### config.mk
export PLATFORM = sky130hd
export DESIGN_NAME = preamble_qualified_serial_receiver_core
export DESIGN_NICKNAME = d
export VERILOG_FILES = /design/src/sv/pqsr_pkg.sv /design/src/sv/pqsr_csr.sv /design/src/sv/pqsr_fsm.sv /design/src/sv/preamble_qualified_serial_receiver_core.sv
export SDC_FILE = /design/constraint.sdc
export NUM_CORES = 1
export LEC_CHECK = 0
export ABC_AREA = 1
export CORE_MARGIN = 4
export CORE_UTILIZATION = 55
export CTS_CLUSTER_SIZE = 16
export DETAILED_ROUTE_END_ITERATION = 7
export DONT_BUFFER_PORTS = 1
export PLACE_DENSITY = 0.7
export SYNTH_ARGS = -nofsm -noshare
export SYNTH_HDL_FRONTEND = slang
export SYNTH_SLANG_ARGS = --single-unit
### constraint.sdc
create_clock -name clock -period 4.49 [get_ports clock]
set_input_delay 0.898 -clock clock [delete_from_list [all_inputs] [get_ports clock]]
set_output_delay 0.898 -clock clock [all_outputs]
set_load 0.01 [all_outputs]
### src/sv/pqsr_pkg.sv
// ----------------------------------------------------------------------------
// pqsr_pkg
// shared types and constants for the preamble-qualified serial receiver
// ----------------------------------------------------------------------------
package pqsr_pkg;

   localparam int DATA_BITS_DEFAULT = 9;
   localparam int TICK_W            = 16;
   localparam int VALUE_W           = 9;
   localparam int CSR_DATA_W        = 32;
   localparam int CSR_ADDR_W        = 4;
   localparam int CSR_IDX_W         = 2;

   localparam logic [TICK_W-1:0]  PREAMBLE_RESET = 16'd200;
   localparam logic [TICK_W-1:0]  OFFSET_RESET   = 16'd75;
   localparam logic [TICK_W-1:0]  PERIOD_RESET   = 16'd100;
   localparam logic [VALUE_W-1:0] LIMIT_RESET    = 9'd511;

   // register indexes (byte address is 4 * index)
   localparam logic [CSR_IDX_W-1:0] CSR_PREAMBLE = 2'd0;
   localparam logic [CSR_IDX_W-1:0] CSR_OFFSET   = 2'd1;
   localparam logic [CSR_IDX_W-1:0] CSR_PERIOD   = 2'd2;
   localparam logic [CSR_IDX_W-1:0] CSR_LIMIT    = 2'd3;

   typedef enum logic [2:0] {
      PH_IDLE    = 3'd0,
      PH_QUALIFY = 3'd1,
      PH_WAITLOW = 3'd2,
      PH_OFFSET  = 3'd3,
      PH_BITS    = 3'd4
   } phase_type;

   typedef struct packed {
      logic [TICK_W-1:0]  preamble_ticks;
      logic [TICK_W-1:0]  sample_offset_ticks;
      logic [TICK_W-1:0]  bit_period_ticks;
      logic [VALUE_W-1:0] value_limit;
   } config_type;

   typedef struct packed {
      logic               emit;
      logic [VALUE_W-1:0] received_value;
      logic               was_clamped;
   } result_type;

endpackage

### src/sv/pqsr_csr.sv
// ----------------------------------------------------------------------------
// pqsr_csr
// configuration registers behind a simple apb-style port
// ----------------------------------------------------------------------------
module pqsr_csr
   import pqsr_pkg::*;
(
   input  logic                  clock,
   input  logic                  reset,
   input  logic                  psel,
   input  logic                  penable,
   input  logic                  pwrite,
   input  logic [CSR_ADDR_W-1:0] paddr,
   input  logic [CSR_DATA_W-1:0] pwdata,
   output logic [CSR_DATA_W-1:0] prdata,
   output logic                  pready,
   output config_type            cfg
);

   config_type             cfg_ff;
   config_type             cfg_in;
   logic [CSR_IDX_W-1:0]   index;
   logic                   write_en;

   assign pready   = 1'b1;
   assign index    = paddr[CSR_ADDR_W-1:2];
   assign write_en = psel && penable && pwrite;

   always_comb begin
      cfg_in = cfg_ff;
      if (write_en) begin
         unique case (index)
            CSR_PREAMBLE: cfg_in.preamble_ticks      = pwdata[TICK_W-1:0];
            CSR_OFFSET:   cfg_in.sample_offset_ticks = pwdata[TICK_W-1:0];
            CSR_PERIOD:   cfg_in.bit_period_ticks    = pwdata[TICK_W-1:0];
            CSR_LIMIT:    cfg_in.value_limit         = pwdata[VALUE_W-1:0];
            default:      cfg_in = cfg_ff;
         endcase
      end
   end

   always_ff @(posedge clock) begin
      if (reset) begin
         cfg_ff.preamble_ticks      <= PREAMBLE_RESET;
         cfg_ff.sample_offset_ticks <= OFFSET_RESET;
         cfg_ff.bit_period_ticks    <= PERIOD_RESET;
         cfg_ff.value_limit         <= LIMIT_RESET;
      end else begin
         cfg_ff <= cfg_in;
      end
   end

   always_comb begin
      unique case (index)
         CSR_PREAMBLE: prdata = CSR_DATA_W'(cfg_ff.preamble_ticks);
         CSR_OFFSET:   prdata = CSR_DATA_W'(cfg_ff.sample_offset_ticks);
         CSR_PERIOD:   prdata = CSR_DATA_W'(cfg_ff.bit_period_ticks);
         CSR_LIMIT:    prdata = CSR_DATA_W'(cfg_ff.value_limit);
         default:      prdata = '0;
      endcase
   end

   assign cfg = cfg_ff;

endmodule

### src/sv/pqsr_fsm.sv
// ----------------------------------------------------------------------------
// pqsr_fsm
// frame state machine: preamble check, start detect, bit sampling, clamp
// ----------------------------------------------------------------------------
module pqsr_fsm
   import pqsr_pkg::*;
#(
   parameter int DATA_BITS = DATA_BITS_DEFAULT
)
(
   input  logic       clock,
   input  logic       reset,
   input  logic       accept,
   input  logic       level,
   input  config_type cfg,
   output logic       emit_due,
   output result_type result
);

   localparam int BIT_IDX_W = (DATA_BITS > 1) ? $clog2(DATA_BITS) : 1;
   localparam int CMP_W     = (DATA_BITS > VALUE_W) ? DATA_BITS : VALUE_W;
   localparam logic [BIT_IDX_W-1:0] LAST_BIT = BIT_IDX_W'(DATA_BITS - 1);

   phase_type               phase_ff, phase_in;
   logic [TICK_W-1:0]       tick_ff, tick_in;
   logic [BIT_IDX_W-1:0]    bit_index_ff, bit_index_in;
   logic [DATA_BITS-1:0]    shift_ff, shift_in;
   logic                    prev_level_ff, prev_level_in;

   logic [TICK_W-1:0]       tick_next;
   logic [TICK_W-1:0]       period_sel;
   logic                    expired;
   logic                    last_bit;
   logic [BIT_IDX_W-1:0]    bit_next;
   logic [CMP_W-1:0]        raw_ext;
   logic [CMP_W-1:0]        limit_ext;
   logic                    over_limit;

   // shared tick counter, period picked by phase
   always_comb begin
      unique case (phase_ff)
         PH_QUALIFY: period_sel = cfg.preamble_ticks;
         PH_OFFSET:  period_sel = cfg.sample_offset_ticks;
         default:    period_sel = cfg.bit_period_ticks;
      endcase
   end

   assign tick_next  = tick_ff + TICK_W'(1);
   assign expired    = (tick_next >= period_sel) || (tick_next == '0);
   assign last_bit   = (bit_index_ff == LAST_BIT);
   assign bit_next   = bit_index_ff + BIT_IDX_W'(1);
   assign emit_due   = (phase_ff == PH_BITS) && expired && last_bit;

   assign raw_ext    = CMP_W'(shift_ff);
   assign limit_ext  = CMP_W'(cfg.value_limit);
   assign over_limit = raw_ext > limit_ext;

   // next phase
   always_comb begin
      phase_in = phase_ff;
      unique case (phase_ff)
         PH_IDLE: begin
            if (level && !prev_level_ff) phase_in = PH_QUALIFY;
         end
         PH_QUALIFY: begin
            if (!level)       phase_in = PH_IDLE;
            else if (expired) phase_in = PH_WAITLOW;
         end
         PH_WAITLOW: begin
            if (!level) phase_in = PH_OFFSET;
         end
         PH_OFFSET: begin
            if (expired) phase_in = PH_BITS;
         end
         PH_BITS: begin
            if (expired && last_bit) phase_in = PH_IDLE;
         end
         default: phase_in = PH_IDLE;
      endcase
   end

   // counters, shift register and result
   always_comb begin
      tick_in               = tick_ff;
      bit_index_in          = bit_index_ff;
      shift_in              = shift_ff;
      prev_level_in         = level;
      result.emit           = 1'b0;
      result.was_clamped    = over_limit;
      result.received_value = over_limit ? cfg.value_limit : raw_ext[VALUE_W-1:0];
      unique case (phase_ff)
         PH_IDLE: begin
            if (level && !prev_level_ff) tick_in = '0;
         end
         PH_QUALIFY: begin
            if (level) tick_in = expired ? '0 : tick_next;
         end
         PH_WAITLOW: begin
            if (!level) begin
               tick_in  = '0;
               shift_in = '0;
            end
         end
         PH_OFFSET: begin
            tick_in = expired ? '0 : tick_next;
            if (expired) begin
               bit_index_in = '0;
               shift_in[0]  = level;
            end
         end
         PH_BITS: begin
            tick_in = expired ? '0 : tick_next;
            if (expired) begin
               if (!last_bit) begin
                  bit_index_in       = bit_next;
                  shift_in[bit_next] = level;
               end else begin
                  result.emit = 1'b1;
               end
            end
         end
         default: begin
            tick_in = tick_ff;
         end
      endcase
   end

   always_ff @(posedge clock) begin
      if (reset) begin
         phase_ff      <= PH_IDLE;
         tick_ff       <= '0;
         bit_index_ff  <= '0;
         shift_ff      <= '0;
         prev_level_ff <= 1'b1;
      end else if (accept) begin
         phase_ff      <= phase_in;
         tick_ff       <= tick_in;
         bit_index_ff  <= bit_index_in;
         shift_ff      <= shift_in;
         prev_level_ff <= prev_level_in;
      end
   end

endmodule

### src/sv/preamble_qualified_serial_receiver_core.sv
// ----------------------------------------------------------------------------
// preamble_qualified_serial_receiver_core
// serial line receiver with preamble qualification and value clamping
// ----------------------------------------------------------------------------
// Each request carries one sample of the serial line. A rising edge while idle
// starts qualification; the line must then stay high for preamble_ticks
// samples, and a low sample drops back to idle. The block then waits for a low
// start level, counts sample_offset_ticks to bit 0 and takes DATA_BITS bits,
// lsb first, bit_period_ticks apart. One bit period after the last bit the
// value is clamped to value_limit and a single response is issued with a flag
// telling whether clamping happened. A timing register written as zero acts
// as one. One request is taken every clock: the frame state is registered from
// the sample, and the response sits in an output register so further samples
// keep flowing while it waits. req_stall is raised only when a response is
// still held under rsp_stall and the current sample would finish the next
// frame. Configuration is written via the apb-style port with pready tied high;
// the user must do so only while no frame is in progress (not enforced).
// ----------------------------------------------------------------------------
module preamble_qualified_serial_receiver_core
   import pqsr_pkg::*;
#(
   parameter int DATA_BITS = DATA_BITS_DEFAULT
)
(
   input  logic                  clock,
   input  logic                  reset,
   // sample requests
   input  logic                  req_valid,
   output logic                  req_stall,
   input  logic                  req_line_level,
   // frame responses
   output logic                  rsp_valid,
   input  logic                  rsp_stall,
   output logic [VALUE_W-1:0]    rsp_received_value,
   output logic                  rsp_was_clamped,
   // configuration
   input  logic                  psel,
   input  logic                  penable,
   input  logic                  pwrite,
   input  logic [CSR_ADDR_W-1:0] paddr,
   input  logic [CSR_DATA_W-1:0] pwdata,
   output logic [CSR_DATA_W-1:0] prdata,
   output logic                  pready
);

   config_type          cfg;
   result_type          result;
   logic                emit_due;
   logic                req_accept;
   logic                rsp_taken;

   logic                rsp_valid_ff, rsp_valid_in;
   logic [VALUE_W-1:0]  rsp_value_ff, rsp_value_in;
   logic                rsp_clamped_ff, rsp_clamped_in;

   pqsr_csr u_csr (
      .clock   (clock),
      .reset   (reset),
      .psel    (psel),
      .penable (penable),
      .pwrite  (pwrite),
      .paddr   (paddr),
      .pwdata  (pwdata),
      .prdata  (prdata),
      .pready  (pready),
      .cfg     (cfg)
   );

   pqsr_fsm #(
      .DATA_BITS (DATA_BITS)
   ) u_fsm (
      .clock    (clock),
      .reset    (reset),
      .accept   (req_accept),
      .level    (req_line_level),
      .cfg      (cfg),
      .emit_due (emit_due),
      .result   (result)
   );

   // the response slot frees up in the same cycle it is taken
   assign rsp_taken  = rsp_valid_ff && !rsp_stall;
   assign req_stall  = emit_due && rsp_valid_ff && rsp_stall;
   assign req_accept = req_valid && !req_stall;

   // output register
   always_comb begin
      rsp_valid_in   = rsp_valid_ff && !rsp_taken;
      rsp_value_in   = rsp_value_ff;
      rsp_clamped_in = rsp_clamped_ff;
      if (req_accept && result.emit) begin
         rsp_valid_in   = 1'b1;
         rsp_value_in   = result.received_value;
         rsp_clamped_in = result.was_clamped;
      end
   end

   always_ff @(posedge clock) begin
      if (reset) begin
         rsp_valid_ff <= 1'b0;
      end else begin
         rsp_valid_ff <= rsp_valid_in;
      end
   end

   always_ff @(posedge clock) begin
      rsp_value_ff   <= rsp_value_in;
      rsp_clamped_ff <= rsp_clamped_in;
   end

   assign rsp_valid          = rsp_valid_ff;
   assign rsp_received_value = rsp_value_ff;
   assign rsp_was_clamped    = rsp_clamped_ff;

endmodule

==> results of run 1 <==
## cells by family after synthesis
family	after synthesis	share of synthesized area, %
AOI/OAI and AO/OA	190	18.6
xor gates and xnor gates	4	0.588
adders and majority gates	32	6.72
buffers and inverters	136	10.3
DFF	101	35.6
other	2	0.126
and+or+nand+nor	397	28.1
## tightest hold or removal path, cell delays in order, from the launching register on
cell and delay (ns):
dfxtp_1 0.32, nand2_1 0.06, a21oi_1 0.06
## metrics by stage
step	cell area, um2	power [mW]	hold slack (ns)	instances
floorplan	6020	2.01	0.445	877
global placement	6000	2.18	0.449	978
detailed placement	6000	2.22	0.460	978
CTS	6170	2.77	0.475	994
global route	6170	3.00	0.490	994
finish	6170	2.77	0.472	994
## routing by layer
metal / global-route usage [%] / wire (um) / vias to the layer above
met5: 0 / 0 / -
met4: 6.57 / 221 / 0
met3: 7.87 / 1400 / 21
met2: 39.0 / 7060 / 198
met1: 33.2 / 6940 / 2559
li1: - / - / 2796
## cell usage in the layout, fill, tap and decap left out, drive strengths merged
cell type	n
nand2	186
o211ai	19
a21o	1
a21oi	56
o22ai	6
o221ai	1
conb	17
nor3	7
a211oi	1
nand4	7
buf	10
o32ai	1
a22o	1
xnor2	1
nor2	148
o21ai	80
clkinv	6
a31oi	1
and2	1
and3	1
edfxtp	10
dfxtp	91
o21bai	5
inv	92
ha	32
o2111ai	6
clkbuf	9
a221oi	10
nand3	47
xor2	3
a21boi	2
## flip-flops by register name, indices dropped and copies added (netlist names)
| signal | flops |
|---|---|
| u_fsm.phase_ff | 3 |
| u_fsm.tick_ff | 16 |
| rsp_received_value | 9 |
| rsp_was_clamped | 1 |
| u_csr.cfg | 57 |
| u_fsm.bit_index_ff | 4 |
| rsp_valid | 1 |
| u_fsm.prev_level_ff | 1 |
| u_fsm.raw_ext | 9 |
## power by group
group          internal (mW)  leakage (nW)  total (mW)  switching, mW
clock                  0.210        0.0939       0.556          0.346
combinational          0.362          1.82        1.11          0.751
sequential             0.999         0.818        1.10          0.102
## path summary, 6_finish.rpt
path / to / from / cells past startpoint / slack [ns]
max reg2reg: rsp_received_value[2] / u_fsm.phase_ff[2] / 19 / 0.72
min: u_fsm.bit_index_ff[3] / u_fsm.bit_index_ff[3] / 2 / 0.47
min reg2reg: u_fsm.bit_index_ff[3] / u_fsm.bit_index_ff[3] / 2 / 0.47
max: req_stall / u_fsm.phase_ff[2] / 16 / 0.35
## final cells by class
type,instances,area share (%)
clock inverter,7,0.892
inverter,91,5.61
sequential,101,34.4
multi-input combinational,640,53.2
clock buffer,9,2.01
timing repair buffer,10,1.22
tap,136,2.76
==> out/metrics.yaml, run 1 <==
sta:
  setup_viol: 0
  finalHoldViolations: 0
  postLayoutSetupSlackWorst_ns: 0.352
  rsz0062_at_grt: "false"
  slew-limit-headroom_pct: 30.2
  tns_ns: 0
  post-route-min-period_ns: 4.14
  fmax_ghz: 0.242
  skew_ns: 0.0131
  worstMarginPinSlew_ns: 1.04
  fin_crit_sh_pct: 92.2
  slew_viol_final: 0
route:
  vias: 5574
  via_per_inst: 5.61
  remaining_drc_errors: 0
  drt_pass1_iterations: 5
  drtIter0Drc: 463
  post_drt_wl_per_cell_um: 15.7
  ant_nets: 0
  drt-total-wl_um: 15600
die:
  num_io_pins: 89
  num_rows: 37
  initial_core_util_pct: 57.0
  die_area_um2: 12600
  core-area_um2: 10500
  dieHeight_um: 112
  die_w_um: 112
logic_synthesis:
  synth_top_area_cell: "dfxtp_1"
  async_flop_share_pct: 0
  synth_cell_types: 47
  synth_flop_cell: "dfxtp_1"
  avgSynthCellArea_um2: 6.91
  yosys_register_bits: 101
  synth_top_area_share_pct: 30.6
  synth.area.top_cells: "dfxtp_1, nand2_1, nor2_1, ha_1, o21ai_0"
  ys_warn_count: 0
  synth_most_common_cell: "nand2_1"
  netlist_area_um2: 5960
  synth_commonest_cells: "nand2_1, nor2_1, dfxtp_1, inv_1, o21ai_0"
  synth_edf_count: 10
  synth_cells: 862
  yosysSeqAreaShare_pct: 35.6
critical_path:
  critical-path-top-delay-family: "simple AND/OR/NAND/NOR gates"
  crit_fanout: 8
  crit_top_cell: "nor2_1"
  max_stage_delay_ns: 0.41
  start_kind: "flip-flop"
  cp-end-kind: "output port"
  critPathKind: "flip-flop to output port"
  arrival_ns: 3.24
  slowest_stage: "dfxtp_1"
  crit_buf_inv: 3
  crit_required_ns: 3.59
  worstPathCellList: "nor2_1 -> inv_1 -> nor2_1 -> inv_1 -> nor2_1 -> a221oi_1 -> ha_1 -> a21o_1 -> o21ai_0 -> nand2_1 -> nand2_1 -> nand2_1 -> nor2_1 -> nand2_4 -> nand3_4 -> inv_1"
layout:
  n_fill_cell: 1051
  register_area_um2: 2120
  fin_util_pct: 59.0
  area_delta_synth_final_pct: 3.59
  antenna_cells: 0
  multiInputGateArea_um2: 3280
  drive_gt1_share_pct: 5.59
  fin_nets: 929
global_route:
  grt_first_pass_wirelength_um: 25400
  overflow: 0
  grt_max_degree: 42
  first_global_vias: 5104
  antenna_found_initial: 0
  grt.total_usage_pct: 24.8
clock_tree:
  root_buffer: "clkbuf_8"
  cts.sinks: 101
  clk_path_buf_depth: 2
  cts_buffers: 9
  insertion_delay_ns: 0.39
  ctsHtreeMaxLevel: 3
  hold_buffers: 0
  cts.reportedPaths.clkPinSlew_ns: 0.10
  post_cts_buffers: 0
  cts_tree: "built"
  cts_resized: 0
pwr:
  vdd_ir_drop_max_v: 0.000278
  leakage_nw: 2.73
  power.density_nw_per_um2: 449
place:
  port_buffers: 0
  place_congestion: 0.882
  dpl.hpwl_um: 11000
  place_ws_ns: 0.640
run_status:
  status: "complete, no violations"
hold_path:
  min_path_type: "flip-flop to flip-flop"
job:
  max_cap_viol_count: 0
Power figures use the tool's default switching activity.
==> run 2, diff against run 1 <==
--- a/config.mk
+++ b/config.mk
@@ -7,11 +7,11 @@
 export LEC_CHECK = 0
 export ABC_AREA = 1
 export CORE_MARGIN = 4
-export CORE_UTILIZATION = 55
+export CORE_UTILIZATION = 40
+export CTS_CLUSTER_DIAMETER = 60
 export CTS_CLUSTER_SIZE = 16
 export DETAILED_ROUTE_END_ITERATION = 7
 export DONT_BUFFER_PORTS = 1
-export PLACE_DENSITY = 0.7
 export SYNTH_ARGS = -nofsm -noshare
 export SYNTH_HDL_FRONTEND = slang
 export SYNTH_SLANG_ARGS = --single-unit
==> run 2 against run 1 <==
Effect of this change:
- clock power is 53% higher
- wire length is 4.6% higher
- highest routed layer unchanged
- via count is 2.1% lower
- hold slack worse by 0.0031 ns
- clock skew is 0.0024 ns lower
- die area is 35% higher
==> out/metrics.yaml, run 2 (synthesis results as in run 1) <==
die:
  core-area_um2: 14600
  die_w_um: 130
  die_area_um2: 16900
  num_rows: 44
  num_io_pins: 89
  dieHeight_um: 130
  initial_core_util_pct: 40.9
sta:
  fin_crit_sh_pct: 94.0
  fmax_ghz: 0.237
  postLayoutSetupSlackWorst_ns: 0.268
  worstMarginPinSlew_ns: 1.17
  slew-limit-headroom_pct: 21.6
  setup_viol: 0
  finalHoldViolations: 0
  post-route-min-period_ns: 4.22
  skew_ns: 0.0108
  slew_viol_final: 0
  tns_ns: 0
  rsz0062_at_grt: "false"
critical_path:
  start_kind: "flip-flop"
  crit_top_cell: "nor2_1"
  slowest_stage: "dfxtp_1"
  crit_required_ns: 3.59
  worstPathCellList: "inv_1 -> nor2_1 -> inv_2 -> nor2_1 -> buf_4 -> clkinvlp_4 -> buf_4 -> o22ai_1 -> o21bai_1 -> ha_1 -> nand2_1 -> inv_1 -> o21ai_0 -> a21oi_1 -> nor2_1 -> nand2_1 -> nor2_1 -> nand2_4 -> nand3_4 -> inv_1"
  max_stage_delay_ns: 0.37
  critPathKind: "flip-flop to output port"
  arrival_ns: 3.32
  r2r_end: "rsp_received_value[1]"
  crit_fanout: 11
  crit_buf_inv: 7
  worstReg2RegStart: "u_fsm.phase_ff[0]"
  critical-path-top-delay-family: "buffers and inverters"
  reg2reg_slack_ns: 0.64
  reg2regPathDepth: 23
  cp-end-kind: "output port"
global_route:
  antenna_found_initial: 0
  overflow: 0
  grt.total_usage_pct: 19.8
  grt_first_pass_wirelength_um: 26300
  grt_max_degree: 68
  first_global_vias: 4903
route:
  drt-total-wl_um: 16400
  remaining_drc_errors: 0
  via_per_inst: 5.23
  vias: 5459
  ant_nets: 0
  post_drt_wl_per_cell_um: 15.7
  drtIter0Drc: 363
  drt_pass1_iterations: 5
layout:
  register_area_um2: 2120
  final_common_cell: "nand2_1"
  final_cells: 1043
  antenna_cells: 0
  multiInputGateArea_um2: 3280
  n_fill_cell: 1563
  fin_nets: 930
  area_delta_synth_final_pct: 7.03
  drive_gt1_share_pct: 5.94
  largest_reg_flops: 57
  layout_common_cells: "nand2_1, nor2_1, dfxtp_1"
hold_path:
  worstHoldStart: "u_fsm.bit_index_ff[3]"
  min_path_type: "flip-flop to flip-flop"
  holdPathEnd: "u_fsm.bit_index_ff[3]"
  hold_depth: 2
pwr:
  vdd_ir_drop_max_v: 0.000202
  power.density_nw_per_um2: 482
  leakage_nw: 2.79
clock_tree:
  ctsHtreeMaxLevel: 3
  cts.reportedPaths.clkPinSlew_ns: 0.08
  cts.sinks: 101
  insertion_delay_ns: 0.36
  cts_tree: "built"
  clk_path_buf_depth: 2
  root_buffer: "clkbuf_16"
  cts_buffers: 9
place:
  place_inst: 1025
  port_buffers: 0
  place_congestion: 0.825
  place_ws_ns: 0.665
  dpl.hpwl_um: 11400
job:
  max_cap_viol_count: 0
run_status:
  status: "complete, no violations"
## run 2: changes by cell type in the layout (fill, tap and decap cells not counted)
cell        before  now
clkinvlp_4       0    1
bufinv_16        0    1
inv_8            1    2
buf_4           10   11
clkbuf_8         9    0
clkbuf_16        0    9
inv_1           84   82
clkinv_2         1    0
## run 2: worst max-delay path by stage
stage	startpoint	to	slack (ns)	cells after the start
2_1_floorplan	u_fsm.phase_ff[0]	req_stall	1.15	18
3_3_place_gp	u_fsm.phase_ff[2]	req_stall	0.70	18
3_5_place_dp	u_fsm.phase_ff[2]	rsp_received_value[0]	0.66	21
4_1_cts	u_fsm.phase_ff[2]	req_stall	0.26	18
5_1_grt	u_fsm.phase_ff[0]	req_stall	0.02	19
6_report	u_fsm.phase_ff[0]	req_stall	0.27	20
## run 2: routing by layer
metal	GRT usage, %	routed length, um
met5	0	0
met4	7.21	282
met3	3.72	919
met2	30.2	7460
met1	27.8	7690
## run 2: through the flow
step	hold WS (ns)	util (%)	total power, mW	area, um2
final	0.469	43.7	3.07	6380
after floorplan	0.445	-	2.01	6020
after CTS	0.467	43.6	3.08	6360
after detailed placement	0.457	41.5	2.23	6050
after global routing	0.494	43.7	3.32	6380
after global placement	0.448	41.5	2.22	6050
## run 2: where the power goes
group / switching [mW] / internal, mW
logic: 0.755 / 0.368
clock network: 0.402 / 0.448
registers: 0.0997 / 0.999
## run 2: what timing repair did
action / 4_1_cts / 5_1_grt
gates resized for setup: 0 / 2
hold buffers: 0 / 0
setup buffers: 0 / 2
setup endpoints to repair: 0 / 1
## run 2: worst register-to-register path, delay by kind of cell (launching register included)
kind | cells | cell delay [ns]
flops | 1 | 0.37
buf+inv | 8 | 1.32
fa+ha+maj | 1 | 0.27
compound gates | 4 | 0.43
simple gates | 10 | 1.10
## run 2: area by class of cell
| type | instances | share of cell area (%) |
|---|---|---|
| multi-input combinational | 640 | 51.4 |
| timing repair buffer | 11 | 1.29 |
| clock inverter | 7 | 1.37 |
| clock buffer | 9 | 3.53 |
| sequential | 101 | 33.3 |
| tap | 184 | 3.61 |
| inverter | 91 | 5.49 |
==> run 3, diff against run 2 <==
==> constraint.sdc (replaced) <==
create_clock -name clock -period 4.49 [get_ports clock]
set_input_delay 0.898 -clock clock [delete_from_list [all_inputs] [get_ports clock]]
set_output_delay 0.898 -clock clock [all_outputs]
set_load 0.005 [all_outputs]
==> run 3 against run 2 <==
Effect of this change:
- flip-flop and latch count did not move
- worst setup slack improved by 0.020 ns
- clock skew fell by 0.0032 ns
- critical endpoint unchanged
- first-iteration DRC count rose by 8.0%
- critical path type unchanged
- register-to-register slack improved by 0.02 ns
- largest power group unchanged
==> out/metrics.yaml, run 3 (synthesis results as in run 1) <==
route:
  ant_nets: 0
  vias: 5401
  drt-total-wl_um: 16200
  remaining_drc_errors: 0
  post_drt_wl_per_cell_um: 15.6
  via_per_inst: 5.18
  drt_pass1_iterations: 5
  drtIter0Drc: 392
die:
  num_io_pins: 89
  die_w_um: 130
  initial_core_util_pct: 40.9
  core-area_um2: 14600
  num_rows: 44
  die_area_um2: 16900
  dieHeight_um: 130
global_route:
  overflow: 0
  grt_first_pass_wirelength_um: 26200
  grt.total_usage_pct: 19.7
  first_global_vias: 5013
  grt_max_degree: 67
  antenna_found_initial: 0
critical_path:
  start_kind: "flip-flop"
  critPathKind: "flip-flop to output port"
  slowest_stage: "dfxtp_1"
  max_stage_delay_ns: 0.37
  worstReg2RegStart: "u_fsm.phase_ff[0]"
  crit_fanout: 10
  timing.critical_path.from: "u_fsm.phase_ff[0]"
  crit_top_cell: "nor2_1"
  arrival_ns: 3.30
  cp-end-kind: "output port"
  crit_required_ns: 3.59
  worstPathCellList: "inv_1 -> nor2_1 -> inv_2 -> nor2_1 -> buf_6 -> clkinvlp_4 -> buf_4 -> o22ai_1 -> o21bai_1 -> ha_1 -> nand2_1 -> inv_1 -> o21ai_0 -> a21oi_1 -> nor2_1 -> nand2_1 -> nor2_1 -> nand2_4 -> nand3_4 -> inv_1"
place:
  place_inst: 1025
  place_congestion: 0.822
  place_ws_ns: 0.635
  port_buffers: 0
  dpl.hpwl_um: 11200
sta:
  slew_viol_final: 0
  fmax_ghz: 0.238
  slew-limit-headroom_pct: 27.6
  skew_ns: 0.00755
  setup_viol: 0
  post-route-min-period_ns: 4.20
  fin_crit_sh_pct: 93.6
  finalHoldViolations: 0
  postLayoutSetupSlackWorst_ns: 0.288
  worstMarginPinSlew_ns: 1.08
  tns_ns: 0
  hold_ws_ns: 0.462
layout:
  area_delta_synth_final_pct: 7.26
  fin_nets: 930
  largest_reg_flops: 57
  n_fill_cell: 1495
  antenna_cells: 0
  drive_gt1_share_pct: 5.94
  layout_common_cells: "nand2_1, nor2_1, dfxtp_1"
  final_cells: 1043
  final_common_cell: "nand2_1"
clock_tree:
  cts_tree: "built"
  root_buffer: "clkbuf_16"
  clk_path_buf_depth: 2
  insertion_delay_ns: 0.35
  cts.sinks: 101
  cts.reportedPaths.clkPinSlew_ns: 0.07
  ctsHtreeMaxLevel: 3
  cts_buffers: 9
  hold_buffers: 0
pwr:
  finalPower_mw: 3.07
  vdd_ir_drop_max_v: 0.000250
  leakage_nw: 2.80
  power.density_nw_per_um2: 481
job:
  max_cap_viol_count: 0
hold_path:
  min_path_type: "flip-flop to flip-flop"
  worstHoldStart: "u_fsm.bit_index_ff[3]"
run_status:
  status: "complete, no violations"
## run 3: cell count changes in the layout (fill, tap and decap cells not counted)
cell / change
inv_8: -1
buf_6: +1
clkinvlp_4: +1
clkbuf_16: +1
inv_6: -1
buf_4: -1
inv_4: +1
clkinv_4: -1
## run 3: path summary, 6_finish.rpt
kind / to / slack [ns] / cells after the start
min reg2reg: u_fsm.bit_index_ff[3] / 0.46 / 2
max: req_stall / 0.29 / 20
min: u_fsm.bit_index_ff[3] / 0.46 / 2
max reg2reg: rsp_received_value[0] / 0.66 / 23
## run 3: layer usage
layer	part of all wire, %	vias to the layer above	GRT usage (%)	wire [um]
li1	-	2801	-	-
met1	48	2448	27.7	7730
met2	45	137	30.5	7370
met3	5.7	15	4.63	932
met4	1.1	0	4.95	186
met5	0	-	0	0
## run 3: through the flow
step / instance area, um2 / util, %
3_5_place_dp: 6050 / 41.5
3_3_place_gp: 6050 / 41.5
6_report: 6390 / 43.8
5_1_grt: 6390 / 43.8
4_1_cts: 6370 / 43.7
2_1_floorplan: 6020 / -
## run 3: what timing repair did
action                                  CTS  global route
gates resized for setup                   0             3
buffers inserted                          0             2
endpoints found under the hold margin     0             0
endpoints found under the setup margin    0             1
## run 3: final cells by class
type | instances | area [um2] | share of cell area (%)
multi-input combinational | 640 | 3280 | 51.3
clock inverter | 6 | 72.6 | 1.14
clock buffer | 10 | 250 | 3.91
timing repair buffer | 11 | 86.3 | 1.35
tap | 184 | 230 | 3.60
inverter | 91 | 350 | 5.48
sequential | 101 | 2120 | 33.2
## run 3: where the power goes
group | total (mW) | internal [mW] | switching, mW
Sequential | 1.10 | 0.999 | 0.0980
Clock | 0.863 | 0.476 | 0.387
Combinational | 1.11 | 0.368 | 0.746
Total | 3.07 | 1.84 | 1.23
## run 3: critical path: cells and delay by family, from the launching register on
kind | cells | cell delay (ns)
AND/OR/NAND/NOR | 8 | 0.98
buffers and inverters | 7 | 0.90
AO/OA/AOI/OAI | 4 | 0.45
flip-flops | 1 | 0.37
adder cells (fa/ha/maj) | 1 | 0.27
